**config.mk**
```make
export PLATFORM = sky130hd
export DESIGN_NAME = xms_page_block_allocator_top
export DESIGN_NICKNAME = d
export VERILOG_FILES = /design/src/sv/xms_pkg.sv /design/src/sv/xms_page_block_allocator_top.sv /design/src/sv/xms_ctrl.sv /design/src/sv/xms_dp.sv
export SDC_FILE = /design/constraint.sdc
export NUM_CORES = 2
export LEC_CHECK = 0
export BUFFER_PORTS_ARGS = -buffer_cell sky130_fd_sc_hd__buf_2
export CAP_MARGIN = 20
export CORE_ASPECT_RATIO = 2
export CORE_UTILIZATION = 50
export DETAILED_ROUTE_END_ITERATION = 16
export GPL_TIMING_DRIVEN = 0
export MAX_ROUTING_LAYER = met4
export PLACE_DENSITY_LB_ADDON = 0.12
export SYNTH_ARGS = -nofsm -noshare
export SYNTH_HDL_FRONTEND = slang
export SYNTH_SLANG_ARGS = --single-unit
```
**constraint.sdc**
```tcl
create_clock -name clk_i -period 10 [get_ports clk_i]
set_clock_uncertainty 0.1 [all_clocks]
set_input_delay 1.5 -clock clk_i [delete_from_list [all_inputs] [get_ports clk_i]]
set_output_delay 1.5 -clock clk_i [all_outputs]
set_load 0.02 [all_outputs]
```
**src/sv/xms_pkg.sv**
```systemverilog
// Package: request and status codes, controller command/status structs.
package xms_pkg;

  localparam int unsigned ReqTypeW = 3;
  localparam int unsigned StatusW  = 3;

  typedef enum logic [2:0] {
    REQ_ALLOC  = 3'd0,
    REQ_FREE   = 3'd1,
    REQ_RESIZE = 3'd2,
    REQ_LOCK   = 3'd3,
    REQ_UNLOCK = 3'd4,
    REQ_INFO   = 3'd5,
    REQ_QUERY  = 3'd6,
    REQ_NONE   = 3'd7
  } req_type_e;

  localparam logic [2:0] ST_OK       = 3'd0;
  localparam logic [2:0] ST_NO_MEM   = 3'd1;
  localparam logic [2:0] ST_BAD_HDL  = 3'd2;
  localparam logic [2:0] ST_LOCKED   = 3'd3;
  localparam logic [2:0] ST_NOT_LOCK = 3'd4;

  localparam logic [15:0] Sat16 = 16'hFFFF;
  localparam logic [7:0]  LockMax = 8'hFF;

  typedef struct packed {
    logic load;    // capture request, clear scan state
    logic div;     // one step of the page count divider
    logic scan;    // one page of the operation scan
    logic commit;  // one page of the write pass
    logic stat;    // one page of the free space scan
    logic mul;     // one step of the kilobyte multiplier
    logic finish;  // form result word
  } xms_cmd_t;

  typedef struct packed {
    logic div_done;
    logic scan_done;
    logic commit_done;
    logic stat_done;
    logic mul_done;
    logic need_commit;
  } xms_sts_t;

endpackage

```
**src/sv/xms_page_block_allocator_top.sv**
```systemverilog
// Top level: page block allocator with a stream request and result channel.
//
//   channel  dir  tdata fields (lsb first)
//   s_axis   in   req_type[2:0] handle[18:3] size_kb[34:19]
//   m_axis   out  status, new_handle, block_address, lock_count, free_pages,
//                 block_kb, largest_free_kb, total_free_kb
//   cfg      in   0 page_kb, 1 base_address, 2 reserved_kb
//
// A request passes, after acceptance, through a divide for the page count, a
// table scan from the handle (or from page 0 for alloc), a resolve step plus a
// write pass over the block, a free space scan and a shift-add multiply by
// page_kb, before the result word. Reset empties the table at once.
// The result word holds until taken; the next request waits for that.
module xms_page_block_allocator_top import xms_pkg::*; #(
  parameter int unsigned Pages = 16
) (
  input  logic         clk_i,
  input  logic         rst_ni,
  input  logic         cfg_we_i,
  input  logic [1:0]   cfg_idx_i,
  input  logic [23:0]  cfg_data_i,
  input  logic         s_axis_tvalid,
  output logic         s_axis_tready,
  input  logic [39:0]  s_axis_tdata,  // req_type, handle, size_kb
  output logic         m_axis_tvalid,
  input  logic         m_axis_tready,
  output logic [103:0] m_axis_tdata   // status, new_handle, block_address,
                                      // lock_count, free_pages, block_kb,
                                      // largest_free_kb, total_free_kb
);

  xms_cmd_t cmd;
  xms_sts_t sts;
  logic [2:0]  status;
  logic [4:0]  new_handle, free_pages;
  logic [31:0] block_address;
  logic [7:0]  lock_count;
  logic [15:0] block_kb, largest_free_kb, total_free_kb;

  xms_ctrl u_ctrl (
    .clk_i, .rst_ni,
    .in_valid_i(s_axis_tvalid), .in_ready_o(s_axis_tready),
    .out_valid_o(m_axis_tvalid), .out_ready_i(m_axis_tready),
    .sts_i(sts), .cmd_o(cmd)
  );

  xms_dp #(.Pages(Pages)) u_dp (
    .clk_i, .rst_ni, .cfg_we_i, .cfg_idx_i, .cfg_data_i,
    .req_type_i(s_axis_tdata[2:0]), .handle_i(s_axis_tdata[18:3]),
    .size_kb_i(s_axis_tdata[34:19]),
    .cmd_i(cmd), .sts_o(sts),
    .status_o(status), .new_handle_o(new_handle), .block_address_o(block_address),
    .lock_count_o(lock_count), .free_pages_o(free_pages), .block_kb_o(block_kb),
    .largest_free_kb_o(largest_free_kb), .total_free_kb_o(total_free_kb)
  );

  assign m_axis_tdata = {3'd0, total_free_kb, largest_free_kb, block_kb, free_pages,
                         lock_count, block_address, new_handle, status};

endmodule

```
**src/sv/xms_ctrl.sv**
```systemverilog
// Controller: sequences load, divide, scan, commit, free scan, multiply, finish, output.
module xms_ctrl import xms_pkg::*; (
  input  logic     clk_i,
  input  logic     rst_ni,
  input  logic     in_valid_i,
  output logic     in_ready_o,
  output logic     out_valid_o,
  input  logic     out_ready_i,
  input  xms_sts_t sts_i,
  output xms_cmd_t cmd_o
);

  typedef enum logic [7:0] {
    S_IDLE   = 8'b0000_0001,
    S_DIV    = 8'b0000_0010,
    S_SCAN   = 8'b0000_0100,
    S_COMMIT = 8'b0000_1000,
    S_STAT   = 8'b0001_0000,
    S_MUL    = 8'b0010_0000,
    S_FIN    = 8'b0100_0000,
    S_OUT    = 8'b1000_0000
  } state_e;

  state_e state_q, state_d;

  always_comb begin
    state_d = state_q;
    cmd_o = '0;
    in_ready_o = 1'b0;
    out_valid_o = 1'b0;
    case (state_q)
      S_IDLE: begin
        in_ready_o = 1'b1;
        if (in_valid_i) begin
          cmd_o.load = 1'b1;
          state_d = S_DIV;
        end
      end
      S_DIV: begin
        cmd_o.div = 1'b1;
        if (sts_i.div_done) state_d = S_SCAN;
      end
      S_SCAN: begin
        cmd_o.scan = 1'b1;
        if (sts_i.scan_done) state_d = sts_i.need_commit ? S_COMMIT : S_STAT;
      end
      S_COMMIT: begin
        cmd_o.commit = 1'b1;
        if (sts_i.commit_done) state_d = S_STAT;
      end
      S_STAT: begin
        cmd_o.stat = 1'b1;
        if (sts_i.stat_done) state_d = S_MUL;
      end
      S_MUL: begin
        cmd_o.mul = 1'b1;
        if (sts_i.mul_done) state_d = S_FIN;
      end
      S_FIN: begin
        cmd_o.finish = 1'b1;
        state_d = S_OUT;
      end
      S_OUT: begin
        out_valid_o = 1'b1;
        if (out_ready_i) state_d = S_IDLE;
      end
      default: state_d = S_IDLE;
    endcase
  end

  always_ff @(posedge clk_i or negedge rst_ni) begin
    if (!rst_ni) begin
      state_q <= S_IDLE;
    end else begin
      state_q <= state_d;
    end
  end

endmodule

```
**src/sv/xms_dp.sv**
```systemverilog
// Datapath: page table, divider, scans, multipliers and result registers.
module xms_dp import xms_pkg::*; #(
  parameter int unsigned Pages = 16
) (
  input  logic        clk_i,
  input  logic        rst_ni,
  input  logic        cfg_we_i,
  input  logic [1:0]  cfg_idx_i,
  input  logic [23:0] cfg_data_i,
  input  logic [2:0]  req_type_i,
  input  logic [15:0] handle_i,
  input  logic [15:0] size_kb_i,
  input  xms_cmd_t    cmd_i,
  output xms_sts_t    sts_o,
  output logic [2:0]  status_o,
  output logic [4:0]  new_handle_o,
  output logic [31:0] block_address_o,
  output logic [7:0]  lock_count_o,
  output logic [4:0]  free_pages_o,
  output logic [15:0] block_kb_o,
  output logic [15:0] largest_free_kb_o,
  output logic [15:0] total_free_kb_o
);

  localparam int unsigned IdxW = (Pages > 1) ? $clog2(Pages) : 1;
  localparam int unsigned CntW = $clog2(Pages + 1);

  logic [15:0] page_kb_q, reserved_kb_q;
  logic [23:0] base_q;
  logic [4:0]  owner_q [Pages];
  logic [7:0]  locks_q [Pages];

  logic [2:0]  req_q;
  logic [15:0] hdl_q;
  logic [15:0] pk;
  logic        hvalid;
  logic [IdxW-1:0] h0;

  // divider
  logic [16:0] rem_q;
  logic [15:0] quo_q, dvd_q;
  logic [4:0]  dstep_q;
  logic [16:0] need_q;

  // scan
  logic [CntW-1:0] ptr_q;
  logic [CntW-1:0] len_q, run_q, start_q;
  logic            in_blk_q, grow_q, found_q;
  logic [CntW-1:0] cur_q;

  // commit / result
  logic [2:0]  st_q;
  logic [4:0]  newh_q;
  logic [7:0]  lcnt_q;
  logic        wr_q;
  logic        res_q;
  logic [CntW-1:0] wbase_q, wnum_q, wneed_q, cptr_q;
  logic [1:0]  wmode_q;
  localparam logic [1:0] W_ALLOC = 2'd0, W_FREE = 2'd1, W_RESIZE = 2'd2, W_LOCK = 2'd3;

  // stats
  logic [CntW-1:0] fp_q, best_q, srun_q;
  // multiply
  logic [4:0]  mstep_q;
  logic [31:0] mbest_q, mfree_q, mlen_q, maddr_q;

  logic [15:0] res_bkb_q, res_lf_q, res_tf_q;
  logic [31:0] res_addr_q;

  assign pk = (page_kb_q == 16'd0) ? 16'd1 : page_kb_q;
  assign h0 = IdxW'(hdl_q - 16'd1);
  assign hvalid = (hdl_q >= 16'd1) && (hdl_q <= 16'(Pages)) &&
                  (owner_q[h0] == 5'(hdl_q));

  function automatic logic [15:0] less_res(input logic [31:0] kb, input logic [15:0] r);
    logic [31:0] v;
    v = (kb > 32'(r)) ? kb - 32'(r) : kb;
    return (v > 32'(Sat16)) ? Sat16 : v[15:0];
  endfunction

  always_ff @(posedge clk_i or negedge rst_ni) begin
    if (!rst_ni) begin
      page_kb_q <= 16'd512;
      base_q <= 24'd1114112;
      reserved_kb_q <= 16'd0;
    end else if (cfg_we_i) begin
      case (cfg_idx_i)
        2'd0: page_kb_q <= cfg_data_i[15:0];
        2'd1: base_q <= cfg_data_i;
        2'd2: reserved_kb_q <= cfg_data_i[15:0];
        default: ;
      endcase
    end
  end

  logic ptr_end;
  assign ptr_end = (ptr_q == CntW'(Pages - 1));
  logic [IdxW-1:0] pi;
  assign pi = IdxW'(ptr_q);
  logic pfree;
  assign pfree = (owner_q[pi] == 5'd0);

  always_comb begin
    sts_o = '0;
    sts_o.div_done = (dstep_q == 5'd16);
    sts_o.scan_done = ptr_end || (req_q != REQ_ALLOC && req_q != REQ_RESIZE &&
                      req_q != REQ_FREE && req_q != REQ_LOCK && req_q != REQ_UNLOCK
                      && req_q != REQ_INFO);
    sts_o.commit_done = res_q && (!wr_q || (cptr_q == wnum_q));
    sts_o.stat_done = ptr_end;
    sts_o.mul_done = (mstep_q == 5'd16);
    sts_o.need_commit = 1'b1;
  end

  integer k;
  always_ff @(posedge clk_i or negedge rst_ni) begin
    if (!rst_ni) begin
      for (k = 0; k < Pages; k++) begin
        owner_q[k] <= '0;
        locks_q[k] <= '0;
      end
    end else if (cmd_i.commit && res_q && wr_q && cptr_q != wnum_q) begin
      case (wmode_q)
        W_ALLOC: begin
          owner_q[IdxW'(wbase_q + cptr_q)] <= 5'(wbase_q + 1'b1);
          locks_q[IdxW'(wbase_q + cptr_q)] <= '0;
        end
        W_FREE: begin
          owner_q[IdxW'(wbase_q + cptr_q)] <= '0;
          locks_q[IdxW'(wbase_q + cptr_q)] <= '0;
        end
        W_RESIZE: begin
          if (cptr_q < wneed_q) owner_q[IdxW'(wbase_q + cptr_q)] <= 5'(wbase_q + 1'b1);
          else if (cptr_q < len_q) owner_q[IdxW'(wbase_q + cptr_q)] <= '0;
          locks_q[IdxW'(wbase_q + cptr_q)] <= '0;
        end
        W_LOCK: locks_q[IdxW'(wbase_q + cptr_q)] <= lcnt_q;
        default: ;
      endcase
    end
  end

  always_ff @(posedge clk_i) begin
    if (cmd_i.load) begin
      req_q <= req_type_i;
      hdl_q <= handle_i;
      dvd_q <= size_kb_i;
      rem_q <= '0;
      quo_q <= '0;
      dstep_q <= '0;
      ptr_q <= '0;
      len_q <= '0;
      run_q <= '0;
      cur_q <= '0;
      in_blk_q <= 1'b1;
      grow_q <= 1'b1;
      found_q <= 1'b0;
      start_q <= '0;
      cptr_q <= '0;
      wr_q <= 1'b0;
      res_q <= 1'b0;
      st_q <= ST_OK;
      newh_q <= '0;
      lcnt_q <= '0;
    end
    if (cmd_i.div) begin
      if (dstep_q != 5'd16) begin
        if ({rem_q[15:0], dvd_q[15]} >= {1'b0, pk}) begin
          rem_q <= {rem_q[15:0], dvd_q[15]} - {1'b0, pk};
          quo_q <= {quo_q[14:0], 1'b1};
        end else begin
          rem_q <= {rem_q[15:0], dvd_q[15]};
          quo_q <= {quo_q[14:0], 1'b0};
        end
        dvd_q <= {dvd_q[14:0], 1'b0};
        dstep_q <= dstep_q + 5'd1;
      end else begin
        need_q <= (quo_q == 16'd0 && rem_q == 17'd0) ? 17'd1 :
                  17'(quo_q) + ((rem_q != 17'd0) ? 17'd1 : 17'd0);
        if (req_q != REQ_ALLOC) ptr_q <= CntW'(h0);
        if (req_q != REQ_ALLOC && !hvalid) ptr_q <= CntW'(Pages - 1);
      end
    end
    if (cmd_i.scan) begin
      if (!ptr_end) ptr_q <= ptr_q + 1'b1;
      case (req_q)
        REQ_ALLOC: begin
          if (!found_q) begin
            if (pfree) begin
              if (cur_q == '0) start_q <= ptr_q;
              cur_q <= cur_q + 1'b1;
              if (17'(cur_q) + 17'd1 >= need_q) begin
                found_q <= 1'b1;
                wnum_q <= CntW'(need_q);
                wbase_q <= (cur_q == '0) ? ptr_q : start_q;
              end
            end else begin
              cur_q <= '0;
            end
          end
        end
        default: begin
          if (hvalid) begin
            if (in_blk_q && owner_q[pi] == 5'(hdl_q)) begin
              len_q <= len_q + 1'b1;
              run_q <= run_q + 1'b1;
            end else begin
              in_blk_q <= 1'b0;
              if (grow_q && pfree) run_q <= run_q + 1'b1;
              else grow_q <= 1'b0;
            end
          end
        end
      endcase
      if (sts_o.scan_done) begin
        wbase_q <= (req_q == REQ_ALLOC) ? ((found_q || !(pfree &&
                    17'(cur_q) + 17'd1 >= need_q)) ? wbase_q :
                    ((cur_q == '0) ? ptr_q : start_q)) : CntW'(h0);
        case (req_q)
          REQ_ALLOC: begin
            if (found_q || (pfree && 17'(cur_q) + 17'd1 >= need_q)) begin
              wr_q <= 1'b1;
              wmode_q <= W_ALLOC;
              wnum_q <= CntW'(need_q);
              newh_q <= 5'(((found_q) ? wbase_q : ((cur_q == '0) ? ptr_q : start_q)) + 1'b1);
            end else st_q <= ST_NO_MEM;
          end
          REQ_FREE, REQ_RESIZE, REQ_LOCK, REQ_UNLOCK, REQ_INFO: begin
            if (!hvalid) st_q <= ST_BAD_HDL;
          end
          default: ;
        endcase
      end
    end
    // resolve handle requests on the first commit cycle using final len/run
    if (cmd_i.commit && !res_q) begin
      res_q <= 1'b1;
      if (req_q != REQ_ALLOC && hvalid && st_q == ST_OK) begin
        case (req_q)
          REQ_FREE: begin
            if (locks_q[h0] != 8'd0) st_q <= ST_LOCKED;
            else begin wr_q <= 1'b1; wmode_q <= W_FREE; wnum_q <= len_q; end
          end
          REQ_RESIZE: begin
            if (locks_q[h0] != 8'd0) st_q <= ST_LOCKED;
            else if (need_q > 17'(run_q)) st_q <= ST_NO_MEM;
            else begin
              wr_q <= 1'b1; wmode_q <= W_RESIZE; wnum_q <= run_q;
              wneed_q <= CntW'(need_q);
            end
          end
          REQ_LOCK: begin
            lcnt_q <= (locks_q[h0] == LockMax) ? LockMax : locks_q[h0] + 8'd1;
            wr_q <= 1'b1; wmode_q <= W_LOCK; wnum_q <= len_q;
          end
          REQ_UNLOCK: begin
            if (locks_q[h0] == 8'd0) st_q <= ST_NOT_LOCK;
            else begin
              lcnt_q <= locks_q[h0] - 8'd1;
              wr_q <= 1'b1; wmode_q <= W_LOCK; wnum_q <= len_q;
            end
          end
          REQ_INFO: lcnt_q <= locks_q[h0];
          default: ;
        endcase
      end
    end else if (cmd_i.commit && wr_q && cptr_q != wnum_q) begin
      cptr_q <= cptr_q + 1'b1;
    end
    if (cmd_i.commit && sts_o.commit_done) begin
      ptr_q <= '0;
      fp_q <= '0;
      best_q <= '0;
      srun_q <= '0;
    end
    if (cmd_i.stat) begin
      if (!ptr_end) ptr_q <= ptr_q + 1'b1;
      if (pfree) begin
        fp_q <= fp_q + 1'b1;
        srun_q <= srun_q + 1'b1;
        if (srun_q + 1'b1 > best_q) best_q <= srun_q + 1'b1;
      end else srun_q <= '0;
      if (ptr_end) begin
        mstep_q <= '0;
        mbest_q <= '0;
        mfree_q <= '0;
        mlen_q <= '0;
        maddr_q <= '0;
      end
    end
    if (cmd_i.mul && mstep_q != 5'd16) begin
      mstep_q <= mstep_q + 5'd1;
      if (pk[4'(15 - mstep_q)]) begin
        mbest_q <= (mbest_q << 1) + 32'(best_q);
        mfree_q <= (mfree_q << 1) + 32'(fp_q);
        mlen_q <= (mlen_q << 1) + 32'(len_q);
        maddr_q <= (maddr_q << 1) + 32'(h0);
      end else begin
        mbest_q <= mbest_q << 1;
        mfree_q <= mfree_q << 1;
        mlen_q <= mlen_q << 1;
        maddr_q <= maddr_q << 1;
      end
    end
    if (cmd_i.finish) begin
      res_lf_q <= less_res(mbest_q, reserved_kb_q);
      res_tf_q <= less_res(mfree_q, reserved_kb_q);
      res_bkb_q <= (req_q == REQ_INFO && st_q == ST_OK) ?
                   ((mlen_q > 32'(Sat16)) ? Sat16 : mlen_q[15:0]) : 16'd0;
      res_addr_q <= (req_q == REQ_LOCK && st_q == ST_OK) ?
                    32'(base_q) + {maddr_q[21:0], 10'd0} : 32'd0;
    end
  end

  assign status_o = st_q;
  assign new_handle_o = newh_q;
  assign block_address_o = res_addr_q;
  assign lock_count_o = (st_q == ST_OK) ? lcnt_q : 8'd0;
  assign free_pages_o = 5'(fp_q);
  assign block_kb_o = res_bkb_q;
  assign largest_free_kb_o = res_lf_q;
  assign total_free_kb_o = res_tf_q;

endmodule
```
==> results.json <==
{
  "status": "finished clean",
  "ys_seq_elements": 648,
  "grt_remaining_overflow": 0,
  "clockBufferDepth": 3,
  "synthesis.area_um2": 34900,
  "drt_first_iter_violations": 1772,
  "num_rows": 136,
  "relSlewSlack_pct": 19.0,
  "core_area_um2": 68900,
  "grt_max_degree": 125,
  "cts_tree": "done",
  "io_pins": 177,
  "drv_slew": 0,
  "ys_types": 88,
  "critPathCaptureType": "flip-flop",
  "layout_setup_ws_ps": 3680,
  "synth_warnings": 0,
  "fmax_mhz": 158,
  "critPathLaunchType": "flip-flop",
  "ys_seq_area_share_pct": 48.3,
  "nNetsFinal": 3821,
  "place_ws_ps": 3850,
  "layoutNonFillerInstCount": 4565,
  "crit_arrival_ps": 6740,
  "port_buffers": 168,
  "postSynth.asyncResetShare_pct": 42.0,
  "wl_met3_mm": 4.41,
  "p_total_mw": 6.83,
  "finalHoldViolations": 0,
  "route.met2.wl_mm": 54.1,
  "antenna_found_initial": 5,
  "fp.dieH_um": 376,
  "netlist_instances": 3372,
  "die_area_um2": 71000,
  "wl_per_cell_um": 22.6,
  "p_leak_nw": 16.1,
  "initial_core_util_pct": 50.7,
  "post-route-period-util_pct": 63.2,
  "wirelength_mm": 103,
  "power_density_nw_per_um2": 175,
  "crit_fanout": 10,
  "grt_pass1_vias": 27700,
  "critPathKind": "flip-flop to flip-flop",
  "clock-sinks": 648,
  "die_w_um": 189,
  "num_vias": 27100,
  "place_congestion": 1.01,
  "grt_pass1_wl_mm": 157,
  "cts_inserted_buffers": 59,
  "ir_worst_vdd_uv": 197,
  "cts.reportedPaths.clkPinSlew_ps": 70,
  "ant_nets": 0,
  "drive_gt1_share_pct": 14.3,
  "postCtsSetupBuffers": 0,
  "hold_buffers": 0,
  "synth_edf_count": 254,
  "dp_cells": 4448,
  "cts-root-buf": "clkbuf_16",
  "drtPass1Iterations": 5,
  "cts_max_level": 2,
  "grt_usage_pct": 29.9,
  "cts_resized": 0,
  "setup_violations": 0,
  "drc": 0,
  "maxCapViolations": 0,
  "grt_setup_unrepaired": "false",
  "maxUsedRoutingLayer": "met4",
  "viasPerCell": 5.94,
  "syn_avg_cell_area_um2": 10.4,
  "crit_required_ps": 10430,
  "synthFlopType": "dfrtp_1",
  "worstMarginPinSlew_ps": 1210,
  "holdCritPathClass": "flip-flop to flip-flop",
  "finalCriticalPeriod_ps": 6320,
  "dp_hpwl_mm": 79.5,
  "area_growth_pct": 11.8,
  "wl_met1_mm": 35.2,
  "clk_latency_ps": 660
}
-- placed cells by master (no fill, tap or decap), types with 13 or more instances in the layout --
cell type / Yosys / final
nand2_1: 389 / 389
dfrtp_1: 268 / 268
nor2_1: 258 / 258
o21ai_0: 258 / 257
edfxtp_1: 254 / 254
nand3_1: 185 / 185
buf_2: 15 / 183
inv_1: 143 / 143
ha_1: 127 / 127
clkbuf_1: 102 / 122
dfxtp_1: 122 / 122
xor2_1: 117 / 117
a21oi_1: 115 / 115
mux2_2: 115 / 115
xnor2_1: 88 / 88
mux2i_1: 80 / 80
mux4_2: 73 / 73
clkbuf_16: 0 / 60
a21o_1: 47 / 47
and2_1: 46 / 46
nor3_1: 44 / 44
nand4_1: 43 / 43
and3_1: 40 / 40
nor4_1: 35 / 35
nor2b_1: 30 / 30
a31oi_1: 27 / 27
o21a_1: 25 / 25
o211ai_1: 24 / 24
nand2b_1: 23 / 23
a22o_1: 22 / 22
o21ai_1: 20 / 20
buf_1: 19 / 18
or3_1: 18 / 18
o21bai_1: 14 / 14
or2_2: 13 / 13
-- final cells by class --
cell class	instances	area, um2
Fill cell	5987	29900
Sequential cell	648	16900
Multi-Input combinational cell	2428	16800
Clock buffer	89	1700
Tap cell	897	1120
Timing Repair Buffer	179	1040
Buffer	152	681
Inverter	146	548
Clock inverter	22	231
Antenna cell	4	10.0
-- cells in the mapped netlist, drive strengths merged, types with 22 or more instances --
| cell type | number | area share, % |
|---|---|---|
| nand3 | 186 | 2.7 |
| nor4 | 38 | 0.76 |
| xnor2 | 88 | 2.2 |
| mux4 | 73 | 4.7 |
| mux2 | 115 | 3.7 |
| nor2 | 258 | 2.8 |
| nand4 | 43 | 0.77 |
| xor2 | 118 | 3.0 |
| nand2 | 389 | 4.2 |
| and2 | 46 | 0.82 |
| nand2b | 23 | 0.41 |
| inv | 146 | 1.6 |
| dfxtp | 122 | 7.0 |
| nor2b | 30 | 0.54 |
| ha | 127 | 4.5 |
| buf | 50 | 0.85 |
| a21oi | 116 | 1.7 |
| clkbuf | 102 | 1.1 |
| o211ai | 24 | 0.52 |
| a21o | 47 | 1.0 |
| o21ai | 278 | 4.0 |
| a31oi | 27 | 0.48 |
| and3 | 40 | 0.72 |
| mux2i | 80 | 2.3 |
| dfrtp | 268 | 19 |
| edfxtp | 254 | 22 |
| nor3 | 45 | 0.66 |
| a22o | 22 | 0.55 |
| o21a | 25 | 0.54 |
-- final timing paths --
check / slack [ps] / to / start / depth (start not counted)
max: 3680 / u_dp.wnum_q[1] / u_dp.hdl_q[0] / 18
min: 360 / u_dp.new_handle_o[4] / u_dp.new_handle_o[4] / 2
max reg2reg: 3680 / u_dp.wnum_q[1] / u_dp.hdl_q[0] / 18
min reg2reg: 360 / u_dp.new_handle_o[4] / u_dp.new_handle_o[4] / 2
max in group asynchronous: 7630 / u_dp.owner_q[41] / rst_ni / 3
min in group asynchronous: 590 / u_dp.locks_q[94] / rst_ni / 1
-- metal layers --
layer  vias up  track usage, %
li1      12600               -
met2       908            54.0
met1     13200            28.4
met4         0            23.6
met3       383            3.72
met5         -               -
-- metrics by stage --
step                hold WS [ps]  cell area, um2  utilization [%]  TNS, ps
floorplan                    326           34900                -        0
global placement             341           36900             53.5   -34390
detailed placement           351           37100             53.8        0
CTS                          361           39000             56.6        0
global route                 383           39100             56.7        0
finish                       357           39100             56.7        0
-- cells by family (layout without fill, tap and decap cells) --
logic type	Yosys count	in the layout	share of synthesized area (%)
other cells	1	7	0.0107
compound gates	643	643	11.3
buf+inv	298	588	3.51
flops	648	648	48.3
simple gates	1172	1172	15.9
xor+xnor	206	206	5.19
fa+ha+maj	136	136	5.07
mux	268	268	10.7
-- state kept, by name, summed over array words and instances (netlist names), 17 cells and up --
register and flops:
u_dp.need_q 17, u_dp.base_q 24, u_dp.owner_q 80, u_dp.locks_q 128, u_dp.mfree_q 32, u_dp.block_address_o 32, u_dp.mlen_q 32, u_dp.maddr_q 22
u_dp.rem_q 17, u_dp.mbest_q 32
-- worst max-delay path: stages (launching register included) --
cell and delay, ps:
edfxtp_1 390, buf_6 170, buf_6 230, inv_1 280, ha_1 510, buf_2 480
buf_1 700, inv_1 360, mux4_2 440, mux2i_1 400, inv_1 90, ha_1 260
nand2_1 120, nor4_2 70, nor3_1 630, a31oi_1 130, a21oi_2 430, nor2_1 100
a221o_1 270
-- report_power, final --
part | switching [mW] | internal (mW) | total, mW
registers | 0.107 | 2.90 | 3.01
clock network | 1.06 | 1.28 | 2.34
logic | 0.945 | 0.544 | 1.49
total | 2.11 | 4.72 | 6.83
(Power assumes the default switching activity.)
